`src/hdl/wfs_mul.sv`:
```
// Shared 32x32 unsigned multiplier with a registered product.
`timescale 1ns / 1ps
module wfs_mul (
  input  logic        clk_i,
  input  logic [31:0] op_a_i,
  input  logic [31:0] op_b_i,
  output logic [63:0] prod_o
);

  // Register the product
  always_ff @(posedge clk_i) begin
    prod_o <= {32'd0, op_a_i} * {32'd0, op_b_i};
  end

endmodule

```
`config.mk`:
```
export PLATFORM = sky130hd
export DESIGN_NAME = wfs_mul
export DESIGN_NICKNAME = d
export VERILOG_FILES = /design/src/hdl/wfs_mul.sv
export SDC_FILE = /design/constraint.sdc
export NUM_CORES = 2
export LEC_CHECK = 0
export ABC_AREA = 1
export ABC_CLOCK_PERIOD_IN_PS = 15950
export BUFFER_PORTS_ARGS = -buffer_cell sky130_fd_sc_hd__buf_4
export CELL_PAD_IN_SITES_DETAIL_PLACEMENT = 1
export CELL_PAD_IN_SITES_GLOBAL_PLACEMENT = 1
export CORE_ASPECT_RATIO = 0.8
export CORE_MARGIN = 2
export CORE_UTILIZATION = 39
export CTS_BUF_LIST = sky130_fd_sc_hd__clkbuf_4 sky130_fd_sc_hd__clkbuf_8 sky130_fd_sc_hd__clkbuf_16
export DETAILED_ROUTE_END_ITERATION = 8
export PLACE_DENSITY_LB_ADDON = 0.25
export SKIP_CTS_REPAIR_TIMING = 1
export SLEW_MARGIN = 20
export SYNTH_ARGS = -nofsm -noshare
export SYNTH_HDL_FRONTEND = slang
export SYNTH_SLANG_ARGS = --single-unit
```
`constraint.sdc`:
```
create_clock -name clk_i -period 15.95 [get_ports clk_i]
set_input_delay 2.3925 -clock clk_i [delete_from_list [all_inputs] [get_ports clk_i]]
set_output_delay 2.3925 -clock clk_i [all_outputs]
set_load 0.01 [all_outputs]
```
==> metrics <==
TritonCTS clock tree done; setup violators final 0; post-synthesis mux area share 0%; antenna cells 0; hold path startpoint op_b_i[0]; f_max 113 MHz; Slew headroom 57.7%; drt total wl 117000 µm; core box area between 90000 and 100000 µm²; Sink Count 64; Worst EP required 16190 ps; initial antenna violation count 1; sequential area share after synthesis 3.43%; post-synthesis adder-cell area fraction ~57%; EDFF count, synth 0; initial DRC count 1408; Pre-Repair DR Iteration Count 6; post-synth top area share ~48%; Synth Flop Type dfxtp_1; Die Y 281 µm; Synth Instances 5023; max_cap viols 0; Synth Register Bits 64; RSZ-0062 raised after global routing false; max reg flops 64; IO Port Bufs 128; post-route ant nets 0; Post-Synth XOR/XNOR Area 0.820%; drt wl/cell about 19 µm; die extent in x approximately 350 µm; largest family of logic cells by synthesized area adder cells; Setup crit start kind input port; Residual DRC 0; Arr. time, crit path approximately 9000 ps; most numerous cell in the Yosys netlist inv_1; final hold violations 0; Syn Nets 6247; distinct cell type count after synthesis 23; CP max-delay cell fa_1; HPWL after DPL 98400 µm; Nets about 6200; Die ar. 98400 µm²; GRT Total Usage 25.0%; Final WS setup 7130 ps; Compound-Gate Fraction of Synth Area less than 1%; Cells after DPL about 6200; Via density between 4 and 5; pre-CTS setup slack ~6800 ps; Top Registers prod_o x64; CTS buffer count 9; leading area contributor after synthesis fa_1; global route overflow 0; setup TNS 0 ps; H-tree Lvls 3; Area contributors post-synth fa_1, inv_1, nand2_1; Final min period 8820 ps; Layout area overhead 5.83%; first-pass GRT wire length 190000 µm; vias in the first global route 33300; IO Count 129; fillers about 12000; Syn Area/Cell around 7.4 µm²; CTS max path bufs 2; clock transition at the registers of the reported paths 60 ps; root buffer cell clkbuf_16; Worst-Margin Slew 634 ps; via count of the routed design between 20000 and 30000; Top cell by count, worst path nand2_1; initial cell density of the core 39.4%; Worst Setup SP op_b_i[8]; Crit path largest cell delay approximately 600 ps; GPL Wtd Cong ~0.9; Final Cycle Share 55.3%; Rows approximately 100; async set-reset flop share out of synthesis 0%; synth cell count leaders inv_1, nand2_1, fa_1; status finished, final reports clean; share of cells above drive strength 1 4.18%; Slew Limit Fails 0; post-synthesis simple-gate area fraction 18.8%; largest net degree at the start of global routing 33; CP endpoint kind flop; Yosys warning count 0; Biggest register prod_o; CP Class input port to flop; non-filler instance count after layout 6262; Cell Area, Synth 37400 µm²; CP Max Fanout 32; worst min path class input port to flop
[path summary, 6_finish.rpt]
| kind | end | cells after the start |
|---|---|---|
| worst max-delay path | prod_o[60]$_DFF_P_ | 26 |
| worst min-delay path | prod_o[0]$_DFF_P_ | 3 |
[kinds of logic after synthesis]
kind of cell	after synthesis
AOI/OAI and AO/OA	57
xor gates and xnor gates	35
adders and majority gates	1159
buffers and inverters	1927
DFF	64
and+or+nand+nor	1781
[worst max-delay path: cells and delay by family]
| kind | cells | cell delay (ps) |
|---|---|---|
| buf+inv | 6 | 650 |
| simple gates | 9 | 880 |
| fa+ha+maj | 9 | 4520 |
| compound gates | 2 | 530 |
[stage by stage]
step | area [µm²] | utilization [%] | hold WS [ps]
2_1_floorplan | 37400 | - | 2490
3_3_place_gp | 39300 | 41.3 | 2780
3_5_place_dp | 39300 | 41.3 | 2790
6_report | 39600 | 41.7 | 2490
5_1_grt | 39600 | 41.7 | 2510
4_1_cts | 39600 | 41.7 | 2520
[cells in the final DEF, fill, tap and decap left out]
cell / Yosys / final
clkinv_4: 0 / 2
inv_6: 0 / 1
xnor2_1: 2 / 2
nor3_1: 11 / 11
nor2_1: 81 / 81
nand2_2: 15 / 15
buf_4: 0 / 128
o21bai_1: 11 / 11
nand4_1: 16 / 16
nand3_1: 56 / 56
ha_1: 263 / 263
xor2_1: 33 / 33
nand3_2: 9 / 9
inv_1: 1723 / 1723
a21oi_1: 43 / 43
clkbuf_16: 0 / 9
fa_1: 896 / 896
nor2_4: 6 / 6
clkinv_2: 0 / 1
inv_2: 12 / 12
bufinv_16: 0 / 2
nand2_1: 1566 / 1566
clkbuf_8: 0 / 1
nor3_2: 6 / 6
dfxtp_1: 64 / 64
o21bai_2: 1 / 1
nor2_2: 14 / 14
o21ai_0: 2 / 2
nor3_4: 1 / 1
[layout make-up]
class | count | area, µm² | area share (%)
Clock buffer | 10 | 239 | 0.604
Clock inverter | 6 | 91.3 | 0.231
Inverter | 1735 | 6510 | 16.5
Timing Repair Buffer | 128 | 961 | 2.43
Multi-Input combinational cell | 3032 | 28900 | 73.0
Sequential cell | 64 | 1280 | 3.24
Tap cell | 1287 | 1610 | 4.07
[routing by layer]
metal / track usage (%) / part of all wire [%] / vias up
li1: - / - / 13500
met1: 35.4 / 47 / 15300
met2: 43.2 / 49 / 540
met3: 1.61 / 3.4 / 99
met4: 2.95 / 1.3 / 2
met5: 0 / 0.0060 / -
Power is left out: the tool's default activity adds up to more than one toggle a clock period on the data nets, which glitch-free logic cannot reach.
