## src/hdl/wfs_pkg.sv

```systemverilog
// Package: shared types, codes and constants of the waypoint follower.
`timescale 1ns / 1ps
package wfs_pkg;

  localparam int unsigned ROUTE_DEPTH_DEF = 16;
  localparam int unsigned CFG_W           = 24;
  localparam int unsigned CFG_IDX_W       = 2;
  localparam int unsigned COORD_W         = 32;
  localparam int unsigned DT_W            = 16;
  localparam int unsigned MODE_W          = 2;
  localparam int unsigned CMD_W           = 3;
  localparam int unsigned OUT_IDX_W       = 4;
  localparam int unsigned OUT_LEN_W       = 5;
  localparam int unsigned SNAP_RESET      = 256;

  // Radicand, root, remainder and operand widths of the shared unit
  localparam int unsigned RAD_W  = 66;
  localparam int unsigned ROOT_W = 33;
  localparam int unsigned REM_W  = 36;
  localparam int unsigned DEN_W  = 31;
  localparam int unsigned SQRT_STEPS = 33;
  localparam int unsigned DIV_STEPS  = 32;
  localparam int unsigned STEP_CNT_W = 6;

  typedef enum logic [CMD_W-1:0] {
    CMD_TICK     = 3'd0,
    CMD_MOVE_TO  = 3'd1,
    CMD_WITHDRAW = 3'd2,
    CMD_HALT     = 3'd3,
    CMD_APPEND   = 3'd4,
    CMD_SET_POS  = 3'd5,
    CMD_RSVD6    = 3'd6,
    CMD_RSVD7    = 3'd7
  } cmd_e;

  typedef enum logic [MODE_W-1:0] {
    MODE_IDLE     = 2'd0,
    MODE_MOVING   = 2'd1,
    MODE_WITHDRAW = 2'd2
  } mode_e;

  typedef enum logic [CFG_IDX_W-1:0] {
    REG_SNAP  = 2'd0,
    REG_SPEED = 2'd1,
    REG_LOOP  = 2'd2
  } reg_e;

  // Control from the sequencer to the shared root/divide unit
  typedef struct packed {
    logic start;
    logic sqrt_op;
  } sqdiv_ctl_t;

endpackage

```

## src/hdl/wfs_route_mem.sv

```systemverilog
// Waypoint store: one write port, one registered read port.
`timescale 1ns / 1ps
module wfs_route_mem #(
  parameter int unsigned DEPTH = wfs_pkg::ROUTE_DEPTH_DEF,
  localparam int unsigned IW = (DEPTH > 1) ? $clog2(DEPTH) : 1
) (
  input  logic                         clk_i,
  input  logic                         we_i,
  input  logic [IW-1:0]                waddr_i,
  input  logic [2*wfs_pkg::COORD_W-1:0] wdata_i,
  input  logic [IW-1:0]                raddr_i,
  output logic [2*wfs_pkg::COORD_W-1:0] rdata_o
);

  logic [2*wfs_pkg::COORD_W-1:0] mem_q [DEPTH];

  // Write a waypoint
  always_ff @(posedge clk_i) begin
    if (we_i) begin
      mem_q[waddr_i] <= wdata_i;
    end
  end

  // Read the addressed waypoint
  always_ff @(posedge clk_i) begin
    rdata_o <= mem_q[raddr_i];
  end

endmodule

```

## config.mk

```make
export PLATFORM = sky130hd
export DESIGN_NAME = wfs_route_mem
export DESIGN_NICKNAME = d
export VERILOG_FILES = /design/src/hdl/wfs_pkg.sv /design/src/hdl/wfs_route_mem.sv
export SDC_FILE = /design/constraint.sdc
export NUM_CORES = 1
export LEC_CHECK = 0
export BUFFER_PORTS_ARGS = -buffer_cell sky130_fd_sc_hd__buf_2
export CORE_ASPECT_RATIO = 0.7
export CORE_MARGIN = 2
export CORE_UTILIZATION = 40
export CTS_BUF_LIST = sky130_fd_sc_hd__clkbuf_4 sky130_fd_sc_hd__clkbuf_8
export CTS_CLUSTER_SIZE = 14
export DETAILED_ROUTE_END_ITERATION = 7
export HOLD_SLACK_MARGIN = 0.05
export SYNTH_ARGS = -nofsm -noshare
export SYNTH_HDL_FRONTEND = slang
export SYNTH_SLANG_ARGS = --single-unit
```

## constraint.sdc

```tcl
create_clock -name clk_i -period 18.7 [get_ports clk_i]
set_input_delay 1.87 -clock clk_i [delete_from_list [all_inputs] [get_ports clk_i]]
set_output_delay 1.87 -clock clk_i [all_outputs]
set_load 0.01 [all_outputs]
```

==> results.toml, run 1 <==
[run_status]
status = "finished, final reports clean"

[worst_setup_path]
crit_required_ns = 19.38
critPathBufInv = 2
cp-end-kind = "register"
cp-start-kind = "input pin"
cp_slowest_cell = "buf_4"
path_cells = "buf_8 > buf_4 > mux4_2 > a22oi_1 > nand2_1"
crit_arrival_ns = 4.54
path_max_fanout = 77
cp_slowest_stage_delay_ns = 0.91
crit_type = "in2reg"
path_delay_family = "buffers and inverters"

[global_route]
grt_max_degree = 121
antenna_found_initial = 13
track_usage_pct = 18.1
overflow = 0
grt_pass1_vias = 19391
grt_pass1_wl_um = 132000

[yosys]
synth_seq_cells = 1088
avgSynthCellArea_um2 = 24.0
ys_types = 18
netlist_area_mm2 = 0.0396
yosysTopAreaCell = "edfxtp_1"
synthCells = 1647
synth_top_cell_area_share_pct = 77.7
synth_fp_nets = 1721
seq_area_frac_synth_pct = 80.9
yosys_warnings = 0
ys_top_cells_by_area = "edfxtp_1 (78%), mux4_2 (15%), dfxtp_1 (3.2%)"

[finish]
final_nets = 1974
layout-drive-gt1-share_pct = 35.3
syn2layout_area_growth_pct = 14.1

[placement]
portBuffers = 137
gp_congestion = 0.699
place_hpwl_um = 44200

[detailed_routing]
dr.pass1.iters = 7
vias_per_cell = 5.41
drc = 0
wl_per_cell_um = 26.9
dr.first_iter.drc_count = 1929
drt_wl_total_um = 90500
ant_nets = 0
vias = 18196

[timing]
period_minus_slack_ns = 3.86
setup_violations = 0
finClkSkew_ns = 0.0279
hold_ws_ns = 0.648
hold_violations = 0
fin_setup_tns_ns = 0
finalMaxSlewViolations = 0
rsz0062_at_grt = "no"
fmax_ghz = 0.259
tightest_slew_ns = 1.15
post-route-period-util_pct = 20.7
max_slew_margin_pct = 23.2

[clocking]
cts_root_buffer = "clkbuf_8"
clkTransAtPathRegs_ns = 0.06
postCtsSetupRepairBufs = 0
postCtsHoldBufs = 0
cts_tree = "yes"
cts_resized = 0
cts.sinks = 1088
clock_tree.buffer_depth = 3
insertion_delay_ns = 0.80
numCtsBuffers = 161
h-tree-depth = 4

[power_and_ir_drop]
powerDensity_mw_per_mm2 = 109
peakVddDrop_mv = 0.0576
p_leak_nw = 14.5

[floorplanning]
ioPinCount = 138
start_util_pct = 40.4
die_w_um = 380
fp.coreArea_mm2 = 0.0980
rows = 96
die_area_mm2 = 0.102
die_y_um = 267

[job]
cap_violations = 0

[worst_hold_path]
hold_class = "reg2reg"
-- Yosys cell counts (all sizes together) --
cell type  count
clkbuf        36
nand3          1
or3b           1
nor2          13
nand3b         2
nor2b          2
nand2         65
a22oi        128
buf           48
nor3           4
edfxtp      1024
nand2b         2
and2           1
dfxtp         64
mux4         256
-- tightest hold or removal path, cell delays in order, from the launching register on --
cell and delay (ns):
edfxtp_1 0.31, mux4_2 0.22, a22oi_1 0.06, nand2_1 0.05
-- layout by cell type, fill, tap and decap left out --
master,count
nand3b_1,2
nor2b_4,2
a22oi_1,128
nor3_2,4
clkbuf_4,70
nand3_1,1
and2_4,1
inv_8,1
clkinv_1,31
nand2_1,65
diode_2,2
buf_4,37
or3b_2,1
dfxtp_1,64
nor2_4,13
edfxtp_1,1024
mux4_2,256
clkinv_2,11
inv_6,2
clkinvlp_4,6
nand2b_1,2
buf_2,135
clkbuf_8,175
clkinv_8,1
buf_8,2
bufinv_16,2
-- cell families (layout without fill, tap and decap cells) --
logic type,Yosys count,after routing,share of synthesized area [%]
other,0,2,0
buffers and inverters,84,473,1.14
AO/OA/AOI/OAI,128,128,2.43
flip-flops,1088,1088,80.9
AND/OR/NAND/NOR,91,91,0.942
multiplexers,256,256,14.6
-- path summary, 6_finish.rpt --
kind                 startpoint           to  slack, ns  cells after the start
setup / recovery     raddr_i[0]  rdata_o[14]      14.84                      5
hold / removal    mem_q[14][30]  rdata_o[30]       0.65                      3
setup reg to reg  mem_q[11][39]  rdata_o[39]      17.33                      3
hold reg to reg   mem_q[14][30]  rdata_o[30]       0.65                      3
-- metal layers --
layer  track usage, %  vias to the layer above  wire (um)
li1                 -                     7590          -
met1             25.9                     9780      40100
met2             28.1                      664      42300
met3             3.98                      146       6610
met4             4.83                       16       1380
met5                0                        -         96
-- stage by stage --
step | setup WS, ns | cell area [um^2] | power (mW) | instances | util [%]
final | 14.84 | 45200 | 4.90 | 3361 | 46.1
after global routing | 14.59 | 45200 | 5.08 | 3359 | 46.1
after CTS | 14.80 | 45200 | 4.96 | 3359 | 46.1
after detailed placement | 13.89 | 41900 | 3.04 | 3060 | 42.8
after global placement | 13.91 | 41900 | 3.03 | 3060 | 42.8
after floorplan | 11.40 | 39600 | 2.93 | 1647 | -
-- area by class of cell --
class | instances | area [um^2]
clock inverters | 54 | 322
diodes | 2 | 5.00
clock buffers | 245 | 2930
repair buffers | 174 | 983
fillers | 8166 | 52800
well taps | 1323 | 1660
flip-flops and latches | 1088 | 32000
multi-input cells | 475 | 7230
-- report_power, final --
part,switching [mW],internal [mW]
logic,0.142,0.0933
registers,0.0196,2.73
clock network,0.888,1.03
-- flip-flops by register name, summed over array words and instances (netlist names) --
name     count
rdata_o     64
mem_q     1024
Note: power is estimated with default switching activity, not from simulation.
==> run 2: changes to the inputs <==
Clock period 18.7 ns to 3.7 ns, I/O delays scaled along.
==> run 2 against run 1 <==
  * Die area unchanged
  * Non-clock buffer count rose by 84
  * Critical endpoint is now rdata_o[63]
  * Clock power grew to 4.9 times the previous value
  * Clock skew down 0.0049 ns
  * Sequential cell count unchanged
  * Global-route usage down 0.059 points
  * Count of clock-buffer cells in the layout stayed put
  * Combinational power rose to 5.6 times the previous value
  * Final area rose by 2.2%
==> results.toml, run 2 (synthesized netlist as in run 1, its figures left out) <==
[run_status]
status = "finished, final reports clean"

[clocking]
cts_resized = 0
cts_root_buffer = "clkbuf_8"
clkTransAtPathRegs_ns = 0.06
postCtsSetupRepairBufs = 0
numCtsBuffers = 155
cts.sinks = 1088
cts_tree = "yes"
insertion_delay_ns = 0.80
clock_tree.buffer_depth = 3
h-tree-depth = 4

[finish]
largestRegisters = "mem_q: 1024 flops, rdata_o: 64 flops"
final_util_pct = 47.1
final_common_cell = "edfxtp_1"
syn2layout_area_growth_pct = 16.6
final_nets = 2052
layout-drive-gt1-share_pct = 34.7
largest_register_ffs = 1024
nFillCells = 8042
most-common-layout-cells = "edfxtp_1 (1024), mux4_2 (256), clkbuf_8 (170), buf_2 (135), a22oi_1 (128)"
seqCellArea_mm2 = 0.0320
multi_input_area_mm2 = 0.00726
largest-register = "mem_q"

[worst_setup_path]
r2r-start = "mem_q[9][51]"
r2r_cells = 3
cp-end-kind = "output port"
r2r_end = "rdata_o[51]"
crit_arrival_ns = 1.48
crit_type = "reg2out"
path_cells = "buf_2"
cp_slowest_cell = "dfxtp_1"
crit_required_ns = 3.33
path_max_fanout = 1
reg2reg_slack_ns = 2.19
cp_slowest_stage_delay_ns = 0.50
path_delay_family = "flip-flops"
critPathBufInv = 1
cp-start-kind = "register"
cp.depth = 1

[placement]
portBuffers = 137
place_hpwl_um = 47100
gp_congestion = 0.732

[worst_hold_path]
holdCritStartpoint = "waddr_i[0]"
worst_hold_path.num_cells = 2
worstHoldEndpoint = "mem_q[4][44]"
hold_class = "in2reg"

[power_and_ir_drop]
powerDensity_mw_per_mm2 = 532
peakVddDrop_mv = 0.310
p_leak_nw = 14.8
p_total_mw = 24.5

[floorplanning]
die_area_mm2 = 0.102
die_w_um = 380
fp.coreArea_mm2 = 0.0980
die_y_um = 267
ioPinCount = 138
rows = 96
start_util_pct = 40.4

[timing]
tightest_slew_ns = 0.998
hold_ws_ns = 0.153
fin_setup_tns_ns = 0
max_slew_margin_pct = 33.5
finClkSkew_ns = 0.0229
finalMaxSlewViolations = 0
fmax_ghz = 0.541
rsz0062_at_grt = "no"
hold_violations = 0
period_minus_slack_ns = 1.85
setup_violations = 0
post-route-period-util_pct = 50.0

[detailed_routing]
dr.pass1.iters = 5
drt_wl_total_um = 89600
route.met2.wl_um = 40700
m1WireLength_um = 41200
drc = 0
vias_per_cell = 5.38
highest_layer = "met5"
met3WireLength_um = 6330
dr.first_iter.drc_count = 1767
wl_per_cell_um = 26.1
vias = 18471
ant_nets = 0

[job]
cap_violations = 0

[global_route]
grt_pass1_vias = 19692
antenna_found_initial = 2
grt_max_degree = 74
grt_pass1_wl_um = 133000
track_usage_pct = 18.0
overflow = 0
-- run 2: where the power goes --
| group | leakage [nW] | total [mW] | internal (mW) | switching (mW) |
|---|---|---|---|---|
| clock network | 1.63 | 9.33 | 4.97 | 4.36 |
| logic | 3.43 | 1.31 | 0.548 | 0.766 |
| registers | 9.79 | 13.9 | 13.8 | 0.110 |
| total | 14.8 | 24.5 | 19.3 | 5.23 |
-- run 2: stage by stage --
step | instances | instance area (um^2) | worst slack (ns)
after floorplan | 1647 | 39600 | -0.384
after global placement | 3080 | 42400 | 1.11
after detailed placement | 3080 | 42400 | 1.12
after CTS | 3429 | 46100 | 1.75
after global routing | 3430 | 46100 | 1.70
final | 3431 | 46100 | 1.85
-- run 2: layout make-up --
class / instances / share of cell area, %
multi-input combinational: 475 / 15.7
antenna: 2 / 0.0108
clock buffer: 245 / 6.29
tap: 1323 / 3.59
sequential: 1088 / 69.4
clock inverter: 40 / 0.407
timing repair buffer: 258 / 4.55
-- run 2: repair_timing --
item / in CTS / in global routing
endpoints found under the hold margin: 1024 / 0
endpoints found under the setup margin: 0 / 0
hold buffers: 64 / 0
-- run 2: routing by layer --
layer,GRT usage (%),up-vias
met4,5.26,2
met2,26.7,639
li1,-,7747
met3,4.32,101
met1,26.5,9982
met5,0,-
-- run 2: worst max-delay path by stage --
stage | from | end | slack [ns]
2_1_floorplan | waddr_i[2] | mem_q[1][0] | -0.38
3_3_place_gp | raddr_i[0] | rdata_o[51] | 1.11
3_5_place_dp | raddr_i[0] | rdata_o[51] | 1.12
4_1_cts | rdata_o[63] | rdata_o[63] | 1.75
5_1_grt | rdata_o[63] | rdata_o[63] | 1.70
6_report | rdata_o[63] | rdata_o[63] | 1.85
