==> config.mk <==
export PLATFORM = sky130hd
export DESIGN_NAME = wfs_sqdiv
export DESIGN_NICKNAME = d
export VERILOG_FILES = /design/src/hdl/wfs_pkg.sv /design/src/hdl/wfs_sqdiv.sv
export SDC_FILE = /design/constraint.sdc
export NUM_CORES = 1
export LEC_CHECK = 0
export BUFFER_PORTS_ARGS = -buffer_cell sky130_fd_sc_hd__buf_2
export CELL_PAD_IN_SITES_DETAIL_PLACEMENT = 1
export CELL_PAD_IN_SITES_GLOBAL_PLACEMENT = 1
export CORE_MARGIN = 4
export CORE_UTILIZATION = 30
export DETAILED_ROUTE_END_ITERATION = 16
export GPL_TIMING_DRIVEN = 1
export PLACE_DENSITY = 0.7
export SETUP_SLACK_MARGIN = 0.15
export SYNTH_ARGS = -nofsm -noshare
export SYNTH_HDL_FRONTEND = slang
export SYNTH_SLANG_ARGS = --single-unit
==> constraint.sdc <==
create_clock -name clk_i -period 5.36 [get_ports clk_i]
set_input_delay 1.072 -clock clk_i [delete_from_list [all_inputs] [get_ports clk_i]]
set_output_delay 1.072 -clock clk_i [all_outputs]
set_load 0.05 [all_outputs]
==> src/hdl/wfs_pkg.sv <==
// Package: shared types, codes and constants of the waypoint follower.
`timescale 1ns / 1ps
package wfs_pkg;

  localparam int unsigned ROUTE_DEPTH_DEF = 16;
  localparam int unsigned CFG_W           = 24;
  localparam int unsigned CFG_IDX_W       = 2;
  localparam int unsigned COORD_W         = 32;
  localparam int unsigned DT_W            = 16;
  localparam int unsigned MODE_W          = 2;
  localparam int unsigned CMD_W           = 3;
  localparam int unsigned OUT_IDX_W       = 4;
  localparam int unsigned OUT_LEN_W       = 5;
  localparam int unsigned SNAP_RESET      = 256;

  // Radicand, root, remainder and operand widths of the shared unit
  localparam int unsigned RAD_W  = 66;
  localparam int unsigned ROOT_W = 33;
  localparam int unsigned REM_W  = 36;
  localparam int unsigned DEN_W  = 31;
  localparam int unsigned SQRT_STEPS = 33;
  localparam int unsigned DIV_STEPS  = 32;
  localparam int unsigned STEP_CNT_W = 6;

  typedef enum logic [CMD_W-1:0] {
    CMD_TICK     = 3'd0,
    CMD_MOVE_TO  = 3'd1,
    CMD_WITHDRAW = 3'd2,
    CMD_HALT     = 3'd3,
    CMD_APPEND   = 3'd4,
    CMD_SET_POS  = 3'd5,
    CMD_RSVD6    = 3'd6,
    CMD_RSVD7    = 3'd7
  } cmd_e;

  typedef enum logic [MODE_W-1:0] {
    MODE_IDLE     = 2'd0,
    MODE_MOVING   = 2'd1,
    MODE_WITHDRAW = 2'd2
  } mode_e;

  typedef enum logic [CFG_IDX_W-1:0] {
    REG_SNAP  = 2'd0,
    REG_SPEED = 2'd1,
    REG_LOOP  = 2'd2
  } reg_e;

  // Control from the sequencer to the shared root/divide unit
  typedef struct packed {
    logic start;
    logic sqrt_op;
  } sqdiv_ctl_t;

endpackage

==> src/hdl/wfs_sqdiv.sv <==
// Shared iterative unit: one bit per cycle of a square root or a division.
`timescale 1ns / 1ps
module wfs_sqdiv (
  input  logic                               clk_i,
  input  logic                               rst_ni,
  input  wfs_pkg::sqdiv_ctl_t                ctl_i,
  input  logic [wfs_pkg::RAD_W-1:0]          radicand_i,
  input  logic [63:0]                        dividend_i,
  input  logic [wfs_pkg::DEN_W-1:0]          divisor_i,
  output logic                               done_o,
  output logic [wfs_pkg::ROOT_W-1:0]         root_o,
  output logic [31:0]                        quot_o
);

  logic                              busy_q, busy_d;
  logic                              done_q, done_d;
  logic                              op_q, op_d;
  logic [wfs_pkg::STEP_CNT_W-1:0]    cnt_q, cnt_d;
  logic [wfs_pkg::RAD_W-1:0]         rad_q, rad_d;
  logic [wfs_pkg::REM_W-1:0]         rem_q, rem_d;
  logic [wfs_pkg::ROOT_W-1:0]        root_q, root_d;
  logic [wfs_pkg::DEN_W-1:0]         den_q, den_d;
  logic [wfs_pkg::REM_W-1:0]         sub_x, sub_y;
  logic [wfs_pkg::REM_W:0]           sub_r;
  logic                              ge;

  // Shared subtract and compare
  always_comb begin
    if (op_q) begin
      sub_x = {rem_q[wfs_pkg::REM_W-3:0], rad_q[wfs_pkg::RAD_W-1 -: 2]};
      sub_y = {1'b0, root_q, 2'b01};
    end else begin
      sub_x = {4'd0, rem_q[30:0], rad_q[31]};
      sub_y = {5'd0, den_q};
    end
    sub_r = {1'b0, sub_x} - {1'b0, sub_y};
    ge    = ~sub_r[wfs_pkg::REM_W];
  end

  // Load on start, then take one bit per cycle
  always_comb begin
    busy_d = busy_q;
    done_d = 1'b0;
    op_d   = op_q;
    cnt_d  = cnt_q;
    rad_d  = rad_q;
    rem_d  = rem_q;
    root_d = root_q;
    den_d  = den_q;
    if (ctl_i.start) begin
      busy_d = 1'b1;
      op_d   = ctl_i.sqrt_op;
      den_d  = divisor_i;
      root_d = '0;
      if (ctl_i.sqrt_op) begin
        cnt_d = wfs_pkg::STEP_CNT_W'(wfs_pkg::SQRT_STEPS);
        rad_d = radicand_i;
        rem_d = '0;
      end else begin
        cnt_d = wfs_pkg::STEP_CNT_W'(wfs_pkg::DIV_STEPS);
        rad_d = {34'd0, dividend_i[31:0]};
        rem_d = {4'd0, dividend_i[63:32]};
      end
    end else if (busy_q) begin
      rem_d = ge ? sub_r[wfs_pkg::REM_W-1:0] : sub_x;
      if (op_q) begin
        root_d = {root_q[wfs_pkg::ROOT_W-2:0], ge};
        rad_d  = {rad_q[wfs_pkg::RAD_W-3:0], 2'b00};
      end else begin
        rad_d = {rad_q[wfs_pkg::RAD_W-2:0], ge};
      end
      cnt_d = cnt_q - wfs_pkg::STEP_CNT_W'(1);
      if (cnt_q == wfs_pkg::STEP_CNT_W'(1)) begin
        busy_d = 1'b0;
        done_d = 1'b1;
      end
    end
  end

  always_ff @(posedge clk_i or negedge rst_ni) begin
    if (!rst_ni) begin
      busy_q <= 1'b0;
      done_q <= 1'b0;
      cnt_q  <= '0;
    end else begin
      busy_q <= busy_d;
      done_q <= done_d;
      cnt_q  <= cnt_d;
    end
  end

  always_ff @(posedge clk_i) begin
    op_q   <= op_d;
    rad_q  <= rad_d;
    rem_q  <= rem_d;
    root_q <= root_d;
    den_q  <= den_d;
  end

  assign done_o = done_q;
  assign root_o = root_q;
  assign quot_o = rad_q[31:0];

endmodule

==> results of run 1 <==
## metal layers
metal / vias up / routed length (um) / GRT usage
met4: 0 / 405 / 0.0370
met2: 217 / 16500 / 0.291
met5: - / 0 / 0
met1: 4431 / 15700 / 0.217
li1: 4380 / - / -
met3: 29 / 1730 / 0.0374
## final cells by class
cell class	count	area (sq um)	area share
diodes	2	5.00	0.000389
clock buffers	18	429	0.0334
clock inverters	14	155	0.0121
inverters	13	51.3	0.00399
multi-input cells	809	5520	0.430
flip-flops and latches	173	4820	0.375
well taps	461	577	0.0449
repair buffers	246	1290	0.100
## final timing paths
kind,startpoint,end,slack [ps]
max,op_q$_DFFE_PP_,rem_q[24]$_DFFE_PP_,1080
min,rst_ni,cnt_q[4]$_DFFE_PN0P_,460
max reg2reg,op_q$_DFFE_PP_,rem_q[24]$_DFFE_PP_,1080
min reg2reg,root_o[4]$_SDFFE_PP0P_,root_o[5]$_SDFFE_PP0P_,480
max in group asynchronous,rst_ni,cnt_q[2]$_DFFE_PN0P_,4720
min in group clk_i,root_o[4]$_SDFFE_PP0P_,root_o[5]$_SDFFE_PP0P_,480
## where the power goes
| group | internal (mW) | switching (mW) | total [mW] |
|---|---|---|---|
| combinational | 1.26 | 2.02 | 3.29 |
| clock | 0.696 | 0.585 | 1.28 |
| sequential | 1.81 | 0.181 | 1.99 |
## metrics by stage
stage,setup slack (ps),cells,utilization,hold slack [ps]
after global routing,762,1734,0.359,449
final,1080,1736,0.360,461
after global placement,1190,1702,0.343,471
after floorplan,956,1103,-,484
after detailed placement,1080,1702,0.343,478
after CTS,1060,1734,0.359,441
## cells in the final DEF, fill, tap and decap left out, types with 12 or more instances in the layout
| master | netlist | routed |
|---|---|---|
| a21o_1 | 17 | 17 |
| ha_1 | 37 | 37 |
| nor3_1 | 24 | 24 |
| mux2_2 | 31 | 31 |
| dfxtp_1 | 33 | 33 |
| and2_1 | 14 | 13 |
| a211o_1 | 12 | 12 |
| nor2_1 | 25 | 24 |
| a21oi_1 | 98 | 98 |
| mux2i_1 | 95 | 95 |
| nor2b_1 | 37 | 37 |
| a221o_1 | 12 | 12 |
| edfxtp_1 | 132 | 132 |
| a211oi_1 | 51 | 51 |
| buf_2 | 8 | 229 |
| nand2_1 | 164 | 164 |
| clkbuf_16 | 0 | 17 |
| xnor2_1 | 20 | 20 |
| buf_4 | 32 | 15 |
| o21ai_0 | 54 | 54 |
## sequential cells by signal (all words and copies together), names as in the netlist
register  flops
cnt_q         6
root_o       33
done_o        1
rad_q        66
busy_q        1
op_q          1
den_q        31
rem_q        34
## worst max-delay path, stage by stage (launching register included)
cell	delay, ps
edfxtp_1	630
buf_4	370
mux2_2	400
ha_1	400
a21oi_1	240
o21ai_0	150
nand3_1	120
nand3b_1	190
a21oi_1	340
a21o_2	510
a21oi_2	270
a221o_1	390
## logic make-up after synthesis
group	count (synthesis)
buffers and inverters	121
XOR/XNOR	30
adder cells (fa/ha/maj)	38
AND/OR/NAND/NOR	308
AO/OA/AOI/OAI	307
multiplexers	126
flip-flops	173
==> key figures, run 1 <==
Run status
  • Status: finished, final reports clean

Floorplan
  • DIE HEIGHT: between 150 and 200 um
  • Die ar.: 39600 sq um
  • Initial core utilization: 0.306
  • Site Rows: slightly below 70
  • IO Pins: ~230
  • Core ar.: 35700 sq um
  • Horiz. Die Dim: roughly 200 um

STA
  • Final Cycle Share: 0.799
  • Final Max Tran Viols: 0
  • Achievable Freq: about 230 MHz
  • Unrepaired setup endpoints after global routing: false
  • Hold violation total from the final report: 0
  • Final setup vio count: 0
  • TNS Setup: 0 ps
  • Fin Clk Skew: between 10 and 15 ps
  • Post-route minimum period: roughly 4300 ps
  • Worst-margin pin slew: around 1200 ps
  • Max_slew headroom: 0.213

Logic synthesis
  • Compound-gate portion of the synthesized area: 0.186
  • Most instantiated cells after synthesis: 164 x nand2_1, 132 x edfxtp_1, 98 x a21oi_1, 95 x mux2i_1, 54 x o21ai_0
  • Adder-Cell Fraction of Synth Area: 0.0441
  • Syn Nets: between 1000 and 1500
  • Avg Inst Size Synth: 9.92 sq um
  • Synth warnings: 0
  • Top_reg_cell synth: edfxtp_1
  • Synth area leader: edfxtp_1
  • Post-synth cell types: roughly 70
  • Area of the mapped netlist: between 10000 and 15000 sq um
  • Largest family of logic cells by synthesized area: compound AO/OA/AOI/OAI gates
  • Top-area cell type share of the netlist area: 0.362
  • Post-Synth Simple-Gate Area: 0.132
  • Synthesized instance count: ~1100
  • Number of synthesized register bits: around 170
  • Register area share after synthesis: 0.441
  • Mux cell area share after synthesis: 0.119
  • Post-synth EDFFs: 132
  • Post-Synth XOR/XNOR Area: 0.0240
  • Async set-or-reset flop fraction in the synthesized netlist: 0.0462
  • Count leader, synth: nand2_1
  • Area contributors post-synth: edfxtp_1 36%, mux2i_1 8.7%, dfxtp_1 6.0%

Flow run
  • MaxCap Viol Count: 0

Worst setup path
  • Worst path arrival time: 4480 ps
  • Endpoint class of the critical path: flip-flop
  • CP Max Fanout: 22
  • Reg2Reg Depth: 11
  • WP data required: between 5000 and 6000 ps
  • Startpoint Class: flip-flop
  • Worst setup path category: flip-flop to flip-flop

Power
  • Power Total: 6.56 mW
  • Power Density: between 500 and 600 nW/um^2
  • Leak Pwr: 5.37 nW
  • Maximum vdd drop: 0.328 mV

Routing
  • Wire length per cell: between 15 and 20 um
  • Final wirelength: roughly 34 mm
  • Detailed-route DRC error count: 0
  • DR pass1 iterations: 5
  • Vias: 9057
  • Post-route ant nets: 0
  • Vias per cell: about 5.2
  • Initial drt markers: 447

Global routing
  • Vias in the first global route: roughly 9400
  • First-pass GRT wire length: 52.4 mm
  • GRT Overall Usage: 0.169
  • Largest net degree at the start of global routing: 90
  • Initial antenna violation count: 2
  • Total gr overflow: 0

Final layout
  • Share of layout cells above drive strength 1: 0.258
  • NumNets Final: about 1500
  • Layout area overhead: 17.5%
  • Filler instances: 4145
  • Post-route design area: 12900 sq um

CTS
  • Clk buf depth: 2
  • Worst-path clk slew: about 70 ps
  • Number of H-tree levels: 4
  • Num CTS Buffers: 17
  • Post-CTS Repair Setup Buffers: 0
  • TritonCTS clock tree: yes
  • CTS root buf: clkbuf_16
  • Resized Gates After CTS: 0
  • Clock sinks: 173
  • Hold Buf Count CTS: 0
  • Clk_lat worst skew: 450 ps

Place
  • Placed inst area: about 12000 sq um
  • Port Buf Inserts: 230
  • Routability cong.: roughly 0.86
  • HPWL Detailed: 25.5 mm

Worst hold path
  • Hold WC Path Type: primary input to asynchronous set/reset pin
(Power assumes the default switching activity.)
==> run 2, diff against run 1 <==
ABC_AREA = 1   (was default)
PLACE_DENSITY = 0.76   (was 0.7)
clock period = 3.67 ns   (was 5.36 ns; I/O delays follow)
==> key figures, run 2 <==
Final layout
  • Most common cell after layout, fill and taps aside: nand2_1
  • Layout area overhead: 17.9%
  • Largest register FFs: 66 (unchanged)
  • NumNets Final: 1964 (+34%)
  • Share of layout cells above drive strength 1: 0.189 (-0.0690)
  • Largest reg by FF count: rad_q
  • Most frequent cells in the layout: 440 x nand2_1, 229 x buf_2, 215 x inv_1
  • Fin cells: 2286 (+32%)

Logic synthesis
  • Syn Nets: 1797 (+38%)
  • Synth warnings: 0 (unchanged)
  • Post-synth cell types: 40 (-44%)
  • Most instantiated cells after synthesis: 442 x nand2_1, 217 x inv_1, 178 x nor2_1, 132 x edfxtp_1, 106 x o21ai_0
  • Async set-or-reset flop fraction in the synthesized netlist: 0.0462 (unchanged)
  • Count leader, synth: nand2_1
  • Synth area leader: edfxtp_1
  • Post-synth EDFFs: 132 (unchanged)
  • Top-area cell type share of the netlist area: 0.340 (-0.0221)
  • Area contributors post-synth: edfxtp_1 34%, nand2_1 14%, inv_1 7.0%
  • Area of the mapped netlist: 11700 sq um (+6.5%)
  • Top_reg_cell synth: edfxtp_1
  • Number of synthesized register bits: 173 (unchanged)
  • Register area share after synthesis: 0.414 (-0.0268)
  • Avg Inst Size Synth: 7.31 sq um (-26%)
  • Synthesized instance count: 1594 (+45%)

STA
  • Final Max Tran Viols: 0 (unchanged)
  • Post-route minimum period: 3350 ps (-931 ps)
  • Final setup vio count: 0 (unchanged)
  • Unrepaired setup endpoints after global routing: true
  • Achievable Freq: 298 MHz (+28%)
  • Hold_ws: 112 ps (-349 ps)
  • Hold violation total from the final report: 0 (unchanged)
  • Final Cycle Share: 0.914 (+0.114)
  • Fin Clk Skew: 12.8 ps (+0.664 ps)
  • Worst-margin pin slew: 1080 ps (-98.1 ps)
  • TNS Setup: 0 ps (unchanged)
  • Max_slew headroom: 0.275 (+0.0628)

CTS
  • TritonCTS clock tree: yes
  • Clk buf depth: 2 (unchanged)
  • Number of H-tree levels: 4 (unchanged)
  • Clock sinks: 173 (unchanged)
  • CTS root buf: clkbuf_16
  • Clk_lat worst skew: 460 ps (about the same)
  • Num CTS Buffers: 17 (unchanged)
  • Hold Buf Count CTS: 0 (unchanged)
  • Worst-path clk slew: 80 ps (about the same)

Floorplan
  • IO Pins: 231 (unchanged)
  • Initial core utilization: 0.306 (about the same)
  • DIE HEIGHT: 205 um (+3.1%)
  • Site Rows: 71 (+2.9%)
  • Core ar.: 38000 sq um (+6.4%)
  • Die ar.: 42100 sq um (+6.2%)
  • Horiz. Die Dim: 205 um (+3.1%)

Routing
  • Wire length per cell: 18.0 um (-8.9%)
  • DR pass1 iterations: 5 (unchanged)
  • Initial drt markers: 763 (+71%)
  • Detailed-route DRC error count: 0 (unchanged)
  • Vias: 11200 (+24%)
  • Final wirelength: 41.1 mm (+20%)
  • Vias per cell: 4.91 (-5.9%)
  • Post-route ant nets: 0 (unchanged)

Global routing
  • First-pass GRT wire length: 64.5 mm (+23%)
  • Largest net degree at the start of global routing: 102 (+13%)
  • GRT Overall Usage: 0.194 (+0.0254)
  • Total gr overflow: 0 (unchanged)
  • Initial antenna violation count: 9 (+7)
  • Vias in the first global route: 11800 (+25%)

Power
  • Power Density: 678 nW/um^2 (+33%)
  • Leak Pwr: 6.85 nW (+28%)
  • Maximum vdd drop: 0.399 mV (+22%)
  • Power Total: 9.32 mW (+42%)

Worst setup path
  • WP data required: 3870 ps (-1690 ps)
  • CP Max Fanout: 37 (+68%)
  • Worst r2r dst: rad_q[0]$_DFFE_PP_
  • Reg2Reg Depth: 15 (+4)
  • Endpoint class of the critical path: flip-flop
  • R2R Setup Slk: 320 ps (-760 ps)
  • Worst path arrival time: 3550 ps (-930 ps)
  • Worst setup path category: flip-flop to flip-flop
  • Critical R2R Launch: op_q$_DFFE_PP_
  • Startpoint Class: flip-flop

Place
  • Placed Instances: 2251 (+32%)
  • Routability cong.: 0.896 (+3.8%)
  • HPWL Detailed: 31.3 mm (+22%)
  • Port Buf Inserts: 230 (unchanged)

Flow run
  • MaxCap Viol Count: 0 (unchanged)

Worst hold path
  • Hold WC Path Type: primary input to asynchronous set/reset pin

Run status
  • Status: finished, final reports clean
-- run 2: per-layer routing --
| layer | track usage | vias up | share of wire |
|---|---|---|---|
| li1 | - | 5499 | - |
| met1 | 0.253 | 5380 | 0.44 |
| met2 | 0.325 | 276 | 0.48 |
| met3 | 0.0469 | 55 | 0.060 |
| met4 | 0.0478 | 14 | 0.017 |
| met5 | 0 | - | 0.0023 |
-- run 2: cell type report --
class,instances,area [sq um]
well taps,511,639
flip-flops and latches,173,4820
fillers,4894,24300
inverters,220,828
diodes,1,2.50
repair buffers,251,1380
multi-input cells,1098,5450
clock inverters,11,115
clock buffers,21,493
-- run 2: report_power, final --
group	switching [mW]	internal, mW	total (mW)
Sequential	0.231	2.58	2.81
Combinational	3.09	1.49	4.58
Clock	0.870	1.05	1.92
-- run 2: logic make-up after synthesis --
group                      Yosys count  synth area share
and+or+nand+nor                    778             0.277
AOI/OAI and AO/OA                  268             0.137
xor gates and xnor gates            14            0.0105
buffers and inverters              323             0.120
adders and majority gates           38            0.0415
DFF                                173             0.414
-- run 2: worst max path at each step --
stage	cells past startpoint	to	start
4_1_cts	15	rem_q[2]$_DFFE_PP_	op_q$_DFFE_PP_
2_1_floorplan	17	rem_q[10]$_DFFE_PP_	op_q$_DFFE_PP_
5_1_grt	15	rad_q[0]$_DFFE_PP_	op_q$_DFFE_PP_
6_report	15	rad_q[0]$_DFFE_PP_	op_q$_DFFE_PP_
3_5_place_dp	15	rem_q[2]$_DFFE_PP_	op_q$_DFFE_PP_
3_3_place_gp	15	rem_q[2]$_DFFE_PP_	op_q$_DFFE_PP_
-- run 2: timing repair --
item | in CTS | in global routing
gates resized for setup | 0 | 8
endpoints found under the setup margin | 0 | 35
setup buffers | 0 | 1
hold endpoints to repair | 0 | 0
-- run 2: worst max-delay path, stage by stage, from the launching register on --
cell and delay [ps]:
edfxtp_1 470, inv_4 160, buf_4 210, or2_2 270, o21ai_0 110, inv_1 70, ha_1 350, a21oi_1 220
o21ai_1 120, inv_1 80, nand2_1 110, a21oi_4 170, buf_12 240, nand2_8 240, nand3_1 170, nand3_1 80
-- run 2: stage by stage --
stage | area [sq um] | worst slack [ps] | utilization
6_report | 13700 | 317 | 0.361
5_1_grt | 13700 | 64.4 | 0.361
4_1_cts | 13700 | 203 | 0.360
3_5_place_dp | 13100 | 230 | 0.344
3_3_place_gp | 13100 | 286 | 0.344
2_1_floorplan | 11700 | 713 | -
